## src/design/mbcs_pkg.sv

```systemverilog
`timescale 1ns / 1ps
// ----------------------------------------------------------------------------
// mbcs_pkg: shared types and constants of the bay charge supervisor
// Bay record, state and command codes, register indexes and limit constants.
// ----------------------------------------------------------------------------
package mbcs_pkg;

    localparam int BAYS = 6;
    localparam int BAY_W = 3;
    localparam logic [7:0] RETRY_LIMIT = 8'd3;
    localparam logic [31:0] DISCHARGE_TIMEOUT_MS = 32'd14400000;
    localparam logic [9:0] FULL_LEVEL = 10'd990;

    typedef enum logic [2:0] {
        ST_INIT = 3'd0, ST_ABSENT = 3'd1, ST_CHECK = 3'd2, ST_CHARGE = 3'd3,
        ST_DISCH = 3'd4, ST_STABLE = 3'd5, ST_FAULT = 3'd6, ST_UNUSED = 3'd7
    } bay_fsm_t;

    typedef enum logic [1:0] {
        CMD_STABLE = 2'd0, CMD_CHARGE = 2'd1, CMD_DISCH = 2'd2, CMD_UNUSED = 2'd3
    } cmd_t;

    typedef enum logic [1:0] {
        ERR_NONE = 2'd0, ERR_LINK = 2'd1, ERR_TEMP = 2'd2, ERR_TIMEOUT = 2'd3
    } err_t;

    typedef enum logic [1:0] {
        RD_MUX_FAIL = 2'd0, RD_GAUGE_FAIL = 2'd1, RD_OK = 2'd2, RD_UNUSED = 2'd3
    } rd_t;

    // Tick sequencer of the top level
    typedef enum logic [1:0] {
        S_IDLE = 2'd0, S_PICK = 2'd1, S_STEP = 2'd2
    } seq_t;

    localparam logic [2:0] REG_MODE = 3'd0;
    localparam logic [2:0] REG_SLOTS = 3'd1;
    localparam logic [2:0] REG_LOW = 3'd2;
    localparam logic [2:0] REG_DIS = 3'd3;
    localparam logic [2:0] REG_SETTLE = 3'd4;
    localparam logic [2:0] REG_TLIM = 3'd5;
    localparam logic [2:0] REG_TREC = 3'd6;
    localparam logic [2:0] REG_TOUT = 3'd7;

    typedef struct packed {
        bay_fsm_t           st;
        cmd_t               cmd;
        err_t               err;
        logic               present;
        logic               link;
        logic [7:0]         fails;
        logic [9:0]         soc;
        logic signed [11:0] temp;
        logic [31:0]        start;
    } bay_rec_t;

    typedef struct packed {
        logic               mode;
        logic [2:0]         slots;
        logic [9:0]         low;
        logic [9:0]         dis;
        logic [9:0]         settle;
        logic signed [11:0] tlim;
        logic signed [11:0] trec;
        logic [31:0]        tout;
    } cfg_t;

    // Control broadcast to every cell of the row
    typedef struct packed {
        logic             scan;       // scan write in progress
        logic [BAY_W-1:0] scan_bay;
        logic             present;
        rd_t              rd;
        logic [9:0]       soc;
        logic signed [11:0] temp;
        logic             shift;      // rotate records one cell
        logic             pick;       // compare pass for a discharge slot
        logic             step;       // step head cell's bay
        logic             step_pres;
        logic             step_allow;
        logic [31:0]      now;
    } cell_ctl_t;

endpackage

```

## src/design/mbcs_cell.sv

```systemverilog
`timescale 1ns / 1ps
// ----------------------------------------------------------------------------
// mbcs_cell: one bay record in the rotating row
// Holds a bay record and its discharge grant; applies scans, steps the bay
// state machine when at the head, and takes over the next cell's record on a shift.
// ----------------------------------------------------------------------------
module mbcs_cell (
    input  logic                          aclk,
    input  logic                          aresetn,
    input  logic [mbcs_pkg::BAY_W-1:0]    idx,
    input  mbcs_pkg::cfg_t                cfg,
    input  mbcs_pkg::cell_ctl_t           ctl,
    input  logic                          is_head,
    input  logic                          grant_set,
    input  logic                          grant_clr,
    input  mbcs_pkg::bay_rec_t            rec_in,
    input  logic                          allow_in,
    input  logic [mbcs_pkg::BAY_W-1:0]    id_in,
    output mbcs_pkg::bay_rec_t            rec_out,
    output mbcs_pkg::bay_rec_t            step_out,
    output logic                          allow_out,
    output logic [mbcs_pkg::BAY_W-1:0]    id_out,
    output logic                          elig
);

    mbcs_pkg::bay_rec_t rec_reg, rec_next, stepped;
    logic allow_reg, allow_next;
    logic [mbcs_pkg::BAY_W-1:0] id_reg;
    logic hot;
    logic [31:0] elapsed;

    assign rec_out   = rec_reg;
    assign step_out  = stepped;
    assign allow_out = allow_reg;
    assign id_out    = id_reg;
    assign hot       = rec_reg.temp >= cfg.tlim;
    assign elapsed   = ctl.now - rec_reg.start;

    // eligible to be picked for discharge in this pass
    assign elig = !allow_reg && rec_reg.present && rec_reg.link &&
                  rec_reg.st != mbcs_pkg::ST_FAULT && !hot;

    // bay state machine step
    always_comb begin
        stepped = rec_reg;
        stepped.present = ctl.step_pres;
        unique case (rec_reg.st)
            mbcs_pkg::ST_ABSENT: begin
                stepped.cmd = mbcs_pkg::CMD_STABLE;
                stepped.link = 1'b0;
                stepped.err = mbcs_pkg::ERR_NONE;
                if (ctl.step_pres) stepped.st = mbcs_pkg::ST_CHECK;
            end
            mbcs_pkg::ST_CHECK, mbcs_pkg::ST_STABLE: begin
                stepped.cmd = mbcs_pkg::CMD_STABLE;
                if (!ctl.step_pres) begin
                    stepped.st = mbcs_pkg::ST_ABSENT;
                end else if (!rec_reg.link) begin
                    if (rec_reg.fails >= mbcs_pkg::RETRY_LIMIT) begin
                        stepped.st = mbcs_pkg::ST_FAULT;
                        stepped.err = mbcs_pkg::ERR_LINK;
                    end
                end else if (hot) begin
                    stepped.st = mbcs_pkg::ST_FAULT;
                    stepped.err = mbcs_pkg::ERR_TEMP;
                end else if (rec_reg.st == mbcs_pkg::ST_STABLE) begin
                    if (rec_reg.soc < cfg.low || rec_reg.soc > cfg.dis)
                        stepped.st = mbcs_pkg::ST_CHECK;
                end else if ((cfg.mode == 1'b0 && rec_reg.soc < cfg.low) ||
                             (cfg.mode == 1'b1 && rec_reg.soc < mbcs_pkg::FULL_LEVEL)) begin
                    stepped.cmd = mbcs_pkg::CMD_CHARGE;
                    stepped.start = ctl.now;
                    stepped.st = mbcs_pkg::ST_CHARGE;
                end else if (cfg.mode == 1'b0 && rec_reg.soc > cfg.dis && allow_reg) begin
                    stepped.cmd = mbcs_pkg::CMD_DISCH;
                    stepped.start = ctl.now;
                    stepped.st = mbcs_pkg::ST_DISCH;
                end else begin
                    stepped.st = mbcs_pkg::ST_STABLE;
                end
            end
            mbcs_pkg::ST_CHARGE, mbcs_pkg::ST_DISCH: begin
                if (!ctl.step_pres) begin
                    stepped.cmd = mbcs_pkg::CMD_STABLE;
                    stepped.st = mbcs_pkg::ST_ABSENT;
                end else if (!rec_reg.link) begin
                    stepped.cmd = mbcs_pkg::CMD_STABLE;
                    if (rec_reg.fails >= mbcs_pkg::RETRY_LIMIT) begin
                        stepped.st = mbcs_pkg::ST_FAULT;
                        stepped.err = mbcs_pkg::ERR_LINK;
                    end
                end else if (hot) begin
                    stepped.cmd = mbcs_pkg::CMD_STABLE;
                    stepped.st = mbcs_pkg::ST_FAULT;
                    stepped.err = mbcs_pkg::ERR_TEMP;
                end else if (elapsed > ((rec_reg.st == mbcs_pkg::ST_CHARGE) ?
                             cfg.tout : mbcs_pkg::DISCHARGE_TIMEOUT_MS)) begin
                    stepped.cmd = mbcs_pkg::CMD_STABLE;
                    stepped.st = mbcs_pkg::ST_FAULT;
                    stepped.err = mbcs_pkg::ERR_TIMEOUT;
                end else if (rec_reg.st == mbcs_pkg::ST_CHARGE) begin
                    if (rec_reg.soc >= cfg.settle) begin
                        stepped.cmd = mbcs_pkg::CMD_STABLE;
                        stepped.st = mbcs_pkg::ST_STABLE;
                    end else begin
                        stepped.cmd = mbcs_pkg::CMD_CHARGE;
                    end
                end else if (!allow_reg) begin
                    stepped.cmd = mbcs_pkg::CMD_STABLE;
                    stepped.st = mbcs_pkg::ST_CHECK;
                end else if (rec_reg.soc <= cfg.settle) begin
                    stepped.cmd = mbcs_pkg::CMD_STABLE;
                    stepped.st = mbcs_pkg::ST_STABLE;
                end else begin
                    stepped.cmd = mbcs_pkg::CMD_DISCH;
                end
            end
            mbcs_pkg::ST_FAULT: begin
                stepped.cmd = mbcs_pkg::CMD_STABLE;
                if (!ctl.step_pres) begin
                    stepped.st = mbcs_pkg::ST_ABSENT;
                end else if (rec_reg.link &&
                             ((rec_reg.err == mbcs_pkg::ERR_TEMP &&
                               rec_reg.temp <= cfg.trec) ||
                              rec_reg.err == mbcs_pkg::ERR_LINK)) begin
                    stepped.err = mbcs_pkg::ERR_NONE;
                    stepped.st = mbcs_pkg::ST_CHECK;
                end
            end
            default: begin
                stepped.cmd = mbcs_pkg::CMD_STABLE;
                stepped.err = mbcs_pkg::ERR_NONE;
                stepped.st = ctl.step_pres ? mbcs_pkg::ST_CHECK : mbcs_pkg::ST_ABSENT;
            end
        endcase
    end

    // next record and grant: shift, step, grant set or clear, or scan write
    always_comb begin
        rec_next = rec_reg;
        allow_next = allow_reg;
        if (ctl.step && is_head) rec_next = stepped;
        if (ctl.shift) begin
            rec_next = rec_in;
            allow_next = allow_in;
        end
        if (grant_set) allow_next = 1'b1;
        if (grant_clr) allow_next = 1'b0;
        if (ctl.scan && ctl.scan_bay == id_reg) begin
            rec_next.present = ctl.present;
            if (!ctl.present) begin
                rec_next.link = 1'b0;
                rec_next.fails = 8'd0;
            end else if (ctl.rd == mbcs_pkg::RD_OK) begin
                rec_next.soc = ctl.soc;
                rec_next.temp = ctl.temp;
                rec_next.link = 1'b1;
                rec_next.fails = 8'd0;
            end else begin
                rec_next.link = 1'b0;
                if (ctl.rd != mbcs_pkg::RD_MUX_FAIL && rec_reg.fails != 8'hFF)
                    rec_next.fails = rec_reg.fails + 8'd1;
            end
        end
    end

    always_ff @(posedge aclk) begin
        if (!aresetn) begin
            rec_reg <= '{st: mbcs_pkg::ST_INIT, cmd: mbcs_pkg::CMD_STABLE,
                         err: mbcs_pkg::ERR_NONE, default: '0};
            allow_reg <= 1'b0;
            id_reg <= idx;
        end else begin
            rec_reg <= rec_next;
            allow_reg <= allow_next;
            if (ctl.shift) id_reg <= id_in;
        end
    end

endmodule

```

## src/design/multi_bay_charge_supervisor_top.sv

```systemverilog
`timescale 1ns / 1ps
// ----------------------------------------------------------------------------
// multi_bay_charge_supervisor_top: six-bay battery charge supervisor
//
//   channel  | dir | beat contents
//   s_axis   | in  | tdata: action, bay_index, bay_present, read_result,
//            |     |        soc_reading, temp_reading, present_mask, now_ms
//   m_axis   | out | tdata: bay, command, bay_state, error; tlast: last
//   cfg      | in  | cfg_index (register), cfg_data
//
// A tick runs up to 6 compare passes (one per discharge slot) over the row of
// cells, then rotates the row one cell per cycle while the output is not stalled
// and steps the bay at the head.
// Reset is synchronous; records return to init. Output is one register deep.
// ----------------------------------------------------------------------------
module multi_bay_charge_supervisor_top (
    input  logic        aclk,
    input  logic        aresetn,
    input  logic        s_axis_tvalid,
    output logic        s_axis_tready,
    // [0] action [3:1] bay_index [4] bay_present [6:5] read_result
    // [16:7] soc_reading [28:17] temp_reading [34:29] present_mask
    // [66:35] now_ms [71:67] zero
    input  logic [71:0] s_axis_tdata,
    output logic        m_axis_tvalid,
    input  logic        m_axis_tready,
    // [2:0] bay [4:3] command [7:5] bay_state [9:8] error [15:10] zero
    output logic [15:0] m_axis_tdata,
    output logic        m_axis_tlast,
    input  logic        cfg_valid,
    output logic        cfg_ready,
    input  logic [2:0]  cfg_index,
    input  logic [31:0] cfg_data
);

    localparam int N = mbcs_pkg::BAYS;

    mbcs_pkg::seq_t                seq_reg, seq_next;
    mbcs_pkg::cfg_t                cfg_reg;
    mbcs_pkg::cell_ctl_t           ctl;
    logic [2:0]                    cnt_reg, cnt_next;
    logic [2:0]                    slots_c;
    logic [5:0]                    mask_reg;
    logic [31:0]                   now_reg;
    logic                          ov_reg;
    logic [15:0]                   od_reg;
    logic                          ol_reg;
    logic                          s_acc;

    mbcs_pkg::bay_rec_t            rec_o [N];
    mbcs_pkg::bay_rec_t            step_o [N];
    logic                          allow_o [N];
    logic [mbcs_pkg::BAY_W-1:0]    id_o [N];
    logic                          elig [N];
    logic                          gset [N];
    logic                          gclr;

    assign cfg_ready = 1'b1;
    assign s_axis_tready = (seq_reg == mbcs_pkg::S_IDLE);
    assign s_acc = s_axis_tvalid && s_axis_tready;
    assign m_axis_tvalid = ov_reg;
    assign m_axis_tdata = od_reg;
    assign m_axis_tlast = ol_reg;
    assign slots_c = (cfg_reg.slots == 3'd0) ? 3'd1 :
                     (cfg_reg.slots > 3'(N)) ? 3'(N) : cfg_reg.slots;

    // configuration registers
    always_ff @(posedge aclk) begin
        if (!aresetn) begin
            cfg_reg <= '{mode: 1'b0, slots: 3'd1, low: 10'd280, dis: 10'd320,
                         settle: 10'd300, tlim: 12'sd450, trec: 12'sd400,
                         tout: 32'd14400000};
        end else if (cfg_valid) begin
            unique case (cfg_index)
                mbcs_pkg::REG_MODE:   cfg_reg.mode <= cfg_data[0];
                mbcs_pkg::REG_SLOTS:  cfg_reg.slots <= cfg_data[2:0];
                mbcs_pkg::REG_LOW:    cfg_reg.low <= cfg_data[9:0];
                mbcs_pkg::REG_DIS:    cfg_reg.dis <= cfg_data[9:0];
                mbcs_pkg::REG_SETTLE: cfg_reg.settle <= cfg_data[9:0];
                mbcs_pkg::REG_TLIM:   cfg_reg.tlim <= cfg_data[11:0];
                mbcs_pkg::REG_TREC:   cfg_reg.trec <= cfg_data[11:0];
                default:              cfg_reg.tout <= cfg_data;
            endcase
        end
    end

    // pick the eligible bay with highest charge above threshold (lowest id on tie)
    always_comb begin
        logic [9:0] best_lvl;
        logic       found;
        logic [2:0] best_i;
        best_lvl = cfg_reg.dis;
        found = 1'b0;
        best_i = '0;
        for (int k = 0; k < N; k++) begin
            if (elig[k] && (rec_o[k].soc > best_lvl ||
                (found && rec_o[k].soc == best_lvl && id_o[k] < id_o[best_i]))) begin
                best_lvl = rec_o[k].soc;
                best_i = 3'(k);
                found = 1'b1;
            end
        end
        for (int k = 0; k < N; k++)
            gset[k] = (seq_reg == mbcs_pkg::S_PICK) && found && (best_i == 3'(k));
    end

    // sequencer
    always_comb begin
        seq_next = seq_reg;
        cnt_next = cnt_reg;
        ctl = '0;
        ctl.now = now_reg;
        ctl.step_pres = mask_reg[id_o[0]];
        ctl.step_allow = allow_o[0];
        gclr = 1'b0;
        unique case (seq_reg)
            mbcs_pkg::S_IDLE: begin
                if (s_acc && !s_axis_tdata[0]) begin
                    ctl.scan = 1'b1;
                    ctl.scan_bay = s_axis_tdata[3:1];
                    ctl.present = s_axis_tdata[4];
                    ctl.rd = mbcs_pkg::rd_t'(s_axis_tdata[6:5]);
                    ctl.soc = s_axis_tdata[16:7];
                    ctl.temp = s_axis_tdata[28:17];
                end else if (s_acc) begin
                    seq_next = mbcs_pkg::S_PICK;
                    cnt_next = '0;
                end
            end
            mbcs_pkg::S_PICK: begin
                cnt_next = cnt_reg + 3'd1;
                if (cnt_reg + 3'd1 == slots_c) begin
                    seq_next = mbcs_pkg::S_STEP;
                    cnt_next = '0;
                end
            end
            mbcs_pkg::S_STEP: begin
                if (!ov_reg || m_axis_tready) begin
                    ctl.step = 1'b1;
                    ctl.shift = 1'b1;
                    cnt_next = cnt_reg + 3'd1;
                    if (cnt_reg == 3'(N - 1)) begin
                        seq_next = mbcs_pkg::S_IDLE;
                        gclr = 1'b1;
                    end
                end
            end
            default: seq_next = mbcs_pkg::S_IDLE;
        endcase
    end

    always_ff @(posedge aclk) begin
        if (!aresetn) begin
            seq_reg <= mbcs_pkg::S_IDLE;
            cnt_reg <= '0;
            ov_reg <= 1'b0;
        end else begin
            seq_reg <= seq_next;
            cnt_reg <= cnt_next;
            if (ctl.step) ov_reg <= 1'b1;
            else if (m_axis_tready) ov_reg <= 1'b0;
        end
    end

    // tick payload and result register; the result is the stepped head bay
    always_ff @(posedge aclk) begin
        if (s_acc) begin
            mask_reg <= s_axis_tdata[34:29];
            now_reg <= s_axis_tdata[66:35];
        end
        if (ctl.step) begin
            od_reg <= {6'd0, step_o[0].err, step_o[0].st, step_o[0].cmd, id_o[0]};
            ol_reg <= (cnt_reg == 3'(N - 1));
        end
    end

    // row of cells: head is cell 0; stepped head record enters the tail
    generate
        for (genvar g = 0; g < N; g++) begin : g_cell
            localparam int NX = (g == N - 1) ? 0 : g + 1;
            mbcs_cell u_cell (
                .aclk      (aclk),
                .aresetn   (aresetn),
                .idx       (3'(g)),
                .cfg       (cfg_reg),
                .ctl       (ctl),
                .is_head   (g == 0),
                .grant_set (gset[g]),
                .grant_clr (gclr),
                .rec_in    ((g == N - 1) ? step_o[0] : rec_o[NX]),
                .allow_in  (allow_o[NX]),
                .id_in     (id_o[NX]),
                .rec_out   (rec_o[g]),
                .step_out  (step_o[g]),
                .allow_out (allow_o[g]),
                .id_out    (id_o[g]),
                .elig      (elig[g])
            );
        end
    endgenerate

endmodule
```

## config.mk

```make
export PLATFORM = sky130hd
export DESIGN_NAME = multi_bay_charge_supervisor_top
export DESIGN_NICKNAME = d
export VERILOG_FILES = /design/src/design/mbcs_pkg.sv /design/src/design/mbcs_cell.sv /design/src/design/multi_bay_charge_supervisor_top.sv
export SDC_FILE = /design/constraint.sdc
export NUM_CORES = 2
export LEC_CHECK = 0
export ABC_AREA = 1
export BUFFER_PORTS_ARGS = -buffer_cell sky130_fd_sc_hd__buf_4
export CAP_MARGIN = 5
export CORE_MARGIN = 1.5
export CORE_UTILIZATION = 50
export DETAILED_ROUTE_END_ITERATION = 8
export HOLD_SLACK_MARGIN = 0.02
export PLACE_DENSITY = 0.63
export SYNTH_ARGS = -nofsm -noshare
export SYNTH_HDL_FRONTEND = slang
export SYNTH_SLANG_ARGS = --single-unit
```

## constraint.sdc

```tcl
create_clock -name aclk -period 15.2 [get_ports aclk]
set_input_delay 2.28 -clock aclk [delete_from_list [all_inputs] [get_ports aclk]]
set_output_delay 2.28 -clock aclk [all_outputs]
set_load 0.02 [all_outputs]
```

# == After elaboration in Yosys (flattened, before gate mapping) ==
# Cells that the tools add are included.
# classes
muxes,150
n_reduce_logical,123
n_bitwise,7
eq_ne,52
n_addsub,8
magnitude_cmp,30
# op_table
cell,count
32-bit two-way mux,14
64-bit two-way mux,5
22-bit two-way mux,12
9-bit two-way mux,12
3-bit two-way mux,29
12-bit greater-or-equal comparator,6
71-bit two-way mux,1
1-bit logical AND,67
10-bit > comparator,6
29-bit two-way mux,2
10-bit equality test,5
10-bit two-way mux,5
"8-bit by 1-bit adder with 8-bit output, second input constant",6
8-bit two-way mux,6
"8-bit != test, second input constant",6
3-bit binary-select mux with 3-bit select,4
2-bit two-way mux,18
32-bit > comparator,1
32-bit subtractor,1
1-bit two-way mux,30
7-bit case mux with 4 select lines,1
2-bit nonzero test,14
"3-bit equality test, second input constant",9
5-bit two-way mux,5
36 further kinds,105
# totals
regBits,593
input_bits,112
output_inout_bits,20
wordCells,450

# == Logic depth before layout (Yosys ltp) ==
# logic_depth
depth_word,52
mapped_depth,85
ltp_nobuf,77

# == Modules after synthesis ==
# A second synthesis with hierarchy kept.
# unflattened
hier_cells,9887
area_unflattened_um2,62496.2
# modules_own_cells
mod,seq_area_each_um2,instances,cells_per_inst,area_each_um2
mbcs_cell at g_cell[0].u_cell ...,1531.5,3,1486,9043.7
mbcs_cell at g_cell[4].u_cell,1531.5,1,1449,9183.8
mbcs_cell at g_cell[1].u_cell,1531.5,1,1478,9085.0
mbcs_cell at g_cell[5].u_cell,1531.5,1,1431,9009.9
multi_bay_charge_supervisor_top,3393.3,1,1071,8086.5

# == Worst setup path after synthesis ==
# OpenSTA, ideal clock, no wires.
# synth_path
path_type,register -> register
start,register cfg_reg[55] (netlist bit)
end,register g_cell[2].u_cell.allow_reg
stages_incl_launch_ff,82
slack_ns,5.532
path_buffers,8
period_less_slack_ns,9.668
arrival_time_ns,9.601
setup_ns,0.067
t_required_ns,15.133
path_cell_list,dfxtp_1 inv_1 ha_1 nand2_1 nor2_2 nand2_1 a21oi_1 nor2_1 nor2_2 nor2_4 nand2_2 clkbuf_1 clkbuf_1 nand2_1 o21ai_0 ha_1 nand2_1 inv_1 [46 not listed] o21ai_0 ha_1 inv_1 nor2_1 nor2_1 o21ai_0 nand3_1 a21oi_1 a211oi_1 o21ai_0 nand2_1 nand2_2 nand2_2 nand2_1 nand2_2 nor2_1 nor2_1 nor2_1
# synth_via
elab_chain_cells,50
# synth_lines
element,line,text
from (decl),multi_bay_charge_supervisor_top.sv:39,mbcs_pkg::cfg_t cfg_reg;
from (signal assigned),multi_bay_charge_supervisor_top.sv:70,"cfg_reg <= '{mode: 1'b0, slots: 3'd1, low: 10'd280, dis: 10'd320,"
branches (longest 48 deep; another with 12-bit greater-or-equal comparator),--,
1-bit logical AND *,multi_bay_charge_supervisor_top.sv:104,gset[k] = (seq_reg == mbcs_pkg::S_PICK) && found && (best_i == 3'(k));
1-bit two-way mux or 2-bit nonzero test (tied branches),--,
to (signal assigned),mbcs_cell.sv:175,allow_reg <= allow_next;
to (decl),mbcs_cell.sv:27,"logic allow_reg, allow_next;"
# Mark *: on every way between the ends. The select of a mux whose other input is x is not followed.
# A chain may end at the register's enable or synchronous reset.

# == Final worst setup path ==
# layout_path
start,register cfg_reg[51] (netlist bit)
end,register g_cell[0].u_cell.allow_reg
# layout_via
elab_chain_cells,50
# layout_lines
element,line
branches (longest 48 deep; another with 12-bit greater-or-equal comparator),--
1-bit logical AND *,multi_bay_charge_supervisor_top.sv:104
1-bit two-way mux or 2-bit nonzero test (tied branches),--
to (signal assigned),mbcs_cell.sv:175
to (decl),mbcs_cell.sv:27
# Marked as above.

==> results.cfg <==
[min_path]
min_from = cfg_reg[86]
worstHoldPathType = reg2reg

[timing]
finalCritPeriodShare = 0.704
finalCriticalPeriod_ns = 10.70
hold_viol = 0
rsz0062_at_grt = no
fin_skew_ns = 0.0223
setup_violations = 0
drv_slew = 0
fmax_ghz = 0.0934
slew_headroom = 0.190
finalSetupTns_ns = 0
max_slew.worst_pin.slew_ns = 1.21

[logic_synthesis]
synthCells = 4214
async_flop_share = 0
synth_area_sq_mm = 0.0307
synth.top_cell.area_share = 0.348
ys.flop_type = dfxtp_1
ys_ff_latch = 583
synthTopCellsByArea = dfxtp_1 (35%), o21ai_0 (10%), ha_1 (10%)
yosysUniqueCellTypes = 54
avgSynthCellArea_sq_um = 7.29
ys_seq_area_frac = 0.396
post-synth-top-area-cell = dfxtp_1
ys.warnings.count = 0
synth_edf_count = 49

[global_route]
grt_max_degree = 196
gr-total-overflow = 0
grt_pass1_vias = 25529
gr-usage-all-layers = 0.260
grt_pass1_wl_um = 133000
antenna_found_initial = 0

[worst_setup_path]
slowest_delay_ns = 0.41
critPathSlowestCell = o21ai_0
critical_path.most_common_cell = nand2_1
crit_fanout = 31
r2r-start = cfg_reg[51]
worst-path-buf-inv = 7
critical_path_class = reg2reg
cp-end-kind = register
critPathTopFamily = simple AND/OR/NAND/NOR gates
worstPathArrival_ns = 11.17
required_ns = 15.66
cp-startpoint = cfg_reg[51]
reg2reg_slack_ns = 4.50
worstSetupStartpointType = register

[power]
p_leak_nw = 15.2
peakVddDrop_mv = 0.110
p_per_area_mw_per_mm2 = 145

[clock_network]
cts_tree = done
hold_buffers = 0
path_clk_slew_ns = 0.06
cts.repair.resized = 0
h-tree-depth = 3
cts_max_path_buffers = 3
cts_buffers = 68
root_buffer = clkbuf_16
cts_num_sinks = 583
postCtsSetupRepairBufs = 0
clock_latency_ns = 0.62

[drt]
drt_pass1_iterations = 5
drc = 0
viasPerCell = 5.42
wl_um = 81900
final_antenna_net_count = 0
route.vias.total = 27331
routedWlPerCell_um = 16.2
drtIter0Drc = 1869

[layout]
finish.instance_area_sq_mm = 0.0343
layout_common_cells = nand2_1 (746), o21ai_0 (632), dfxtp_1 (534)
fillers = 5926
nets = 4564
multi_input_area_sq_mm = 0.0164
layoutNonFillerInstCount = 5040
syn_to_final_growth_pct = 11.4
fin_util = 0.565
drive_gt1_frac = 0.0740
layout_commonest_cell = nand2_1
diodes = 0
largest_reg_flops = 414
seqCellArea_sq_mm = 0.0122

[floorplanning]
die-area_sq_mm = 0.0630
io_pins = 132
die_w_um = 251
coreArea_sq_mm = 0.0606
die_h_um = 251
core.rowCount = 90
initial_core_util = 0.507

[placement]
place.gp.congestion = 0.879
dpl.hpwl_um = 54500
placedCellCount = 4918
portBuffers = 119
place_area_sq_mm = 0.0320

[outcome]
status = complete, no violations

[job]
maxCapViolations = 0
stage by stage:
step | total power (W) | hold WS (ns) | worst slack (ns)
after global placement | 0.00336 | 0.438 | 4.63
after detailed placement | 0.00337 | 0.447 | 4.56
after floorplan | 0.00300 | 0.403 | 5.53
after CTS | 0.00502 | 0.455 | 4.52
final | 0.00498 | 0.456 | 4.50
after global routing | 0.00532 | 0.480 | 3.21
cell usage after synthesis (all sizes together), types with 10 or more instances:
master	instances
a211oi	19
nor3	26
o21bai	14
nand2	767
edfxtp	49
nand3	109
nand4	31
a32oi	17
buf	14
clkbuf	210
nor2	537
o211ai	34
a21oi	425
o2111ai	10
a31oi	26
a22oi	17
o21ai	635
dfxtp	534
inv	371
xor2	47
ha	245
metal layers:
| metal | routed length, um | track usage |
|---|---|---|
| met1 | 38700 | 0.350 |
| met2 | 37200 | 0.428 |
| met3 | 3660 | 0.0343 |
| met4 | 2390 | 0.0880 |
| met5 | 0 | 0 |
worst min-delay path: cells and delay by family, from the launching register on:
| kind | cells | cell delay [ns] |
|---|---|---|
| flops | 1 | 0.32 |
| simple gates | 2 | 0.10 |
cell families after synthesis:
group                      Yosys count  share of synthesized area
xor gates and xnor gates            52                     0.0148
and+or+nand+nor                   1492                      0.197
adders and majority gates          246                      0.100
other                                2                   0.000244
buffers and inverters              597                     0.0740
AOI/OAI and AO/OA                 1242                      0.218
DFF                                583                      0.396
worst paths after layout:
path                                              endpoint  depth (start not counted)
worst min-delay path                           cfg_reg[86]                          2
worst max-delay path            g_cell[0].u_cell.allow_out                         72
worst max register to register  g_cell[0].u_cell.allow_out                         72
worst min register to register                 cfg_reg[86]                          2
report_power, final:
| group | internal [W] | switching [W] |
|---|---|---|
| clock | 0.000952 | 0.000683 |
| sequential | 0.00180 | 0.000137 |
| combinational | 0.000465 | 0.000945 |
layout make-up:
type | instances | area share
multi-input combinational | 3039 | 0.477
timing repair buffer | 141 | 0.0319
tap | 782 | 0.0286
sequential | 583 | 0.355
clock inverter | 22 | 0.00669
clock buffer | 100 | 0.0591
inverter | 373 | 0.0412
Note: power is estimated with default switching activity, not from simulation.
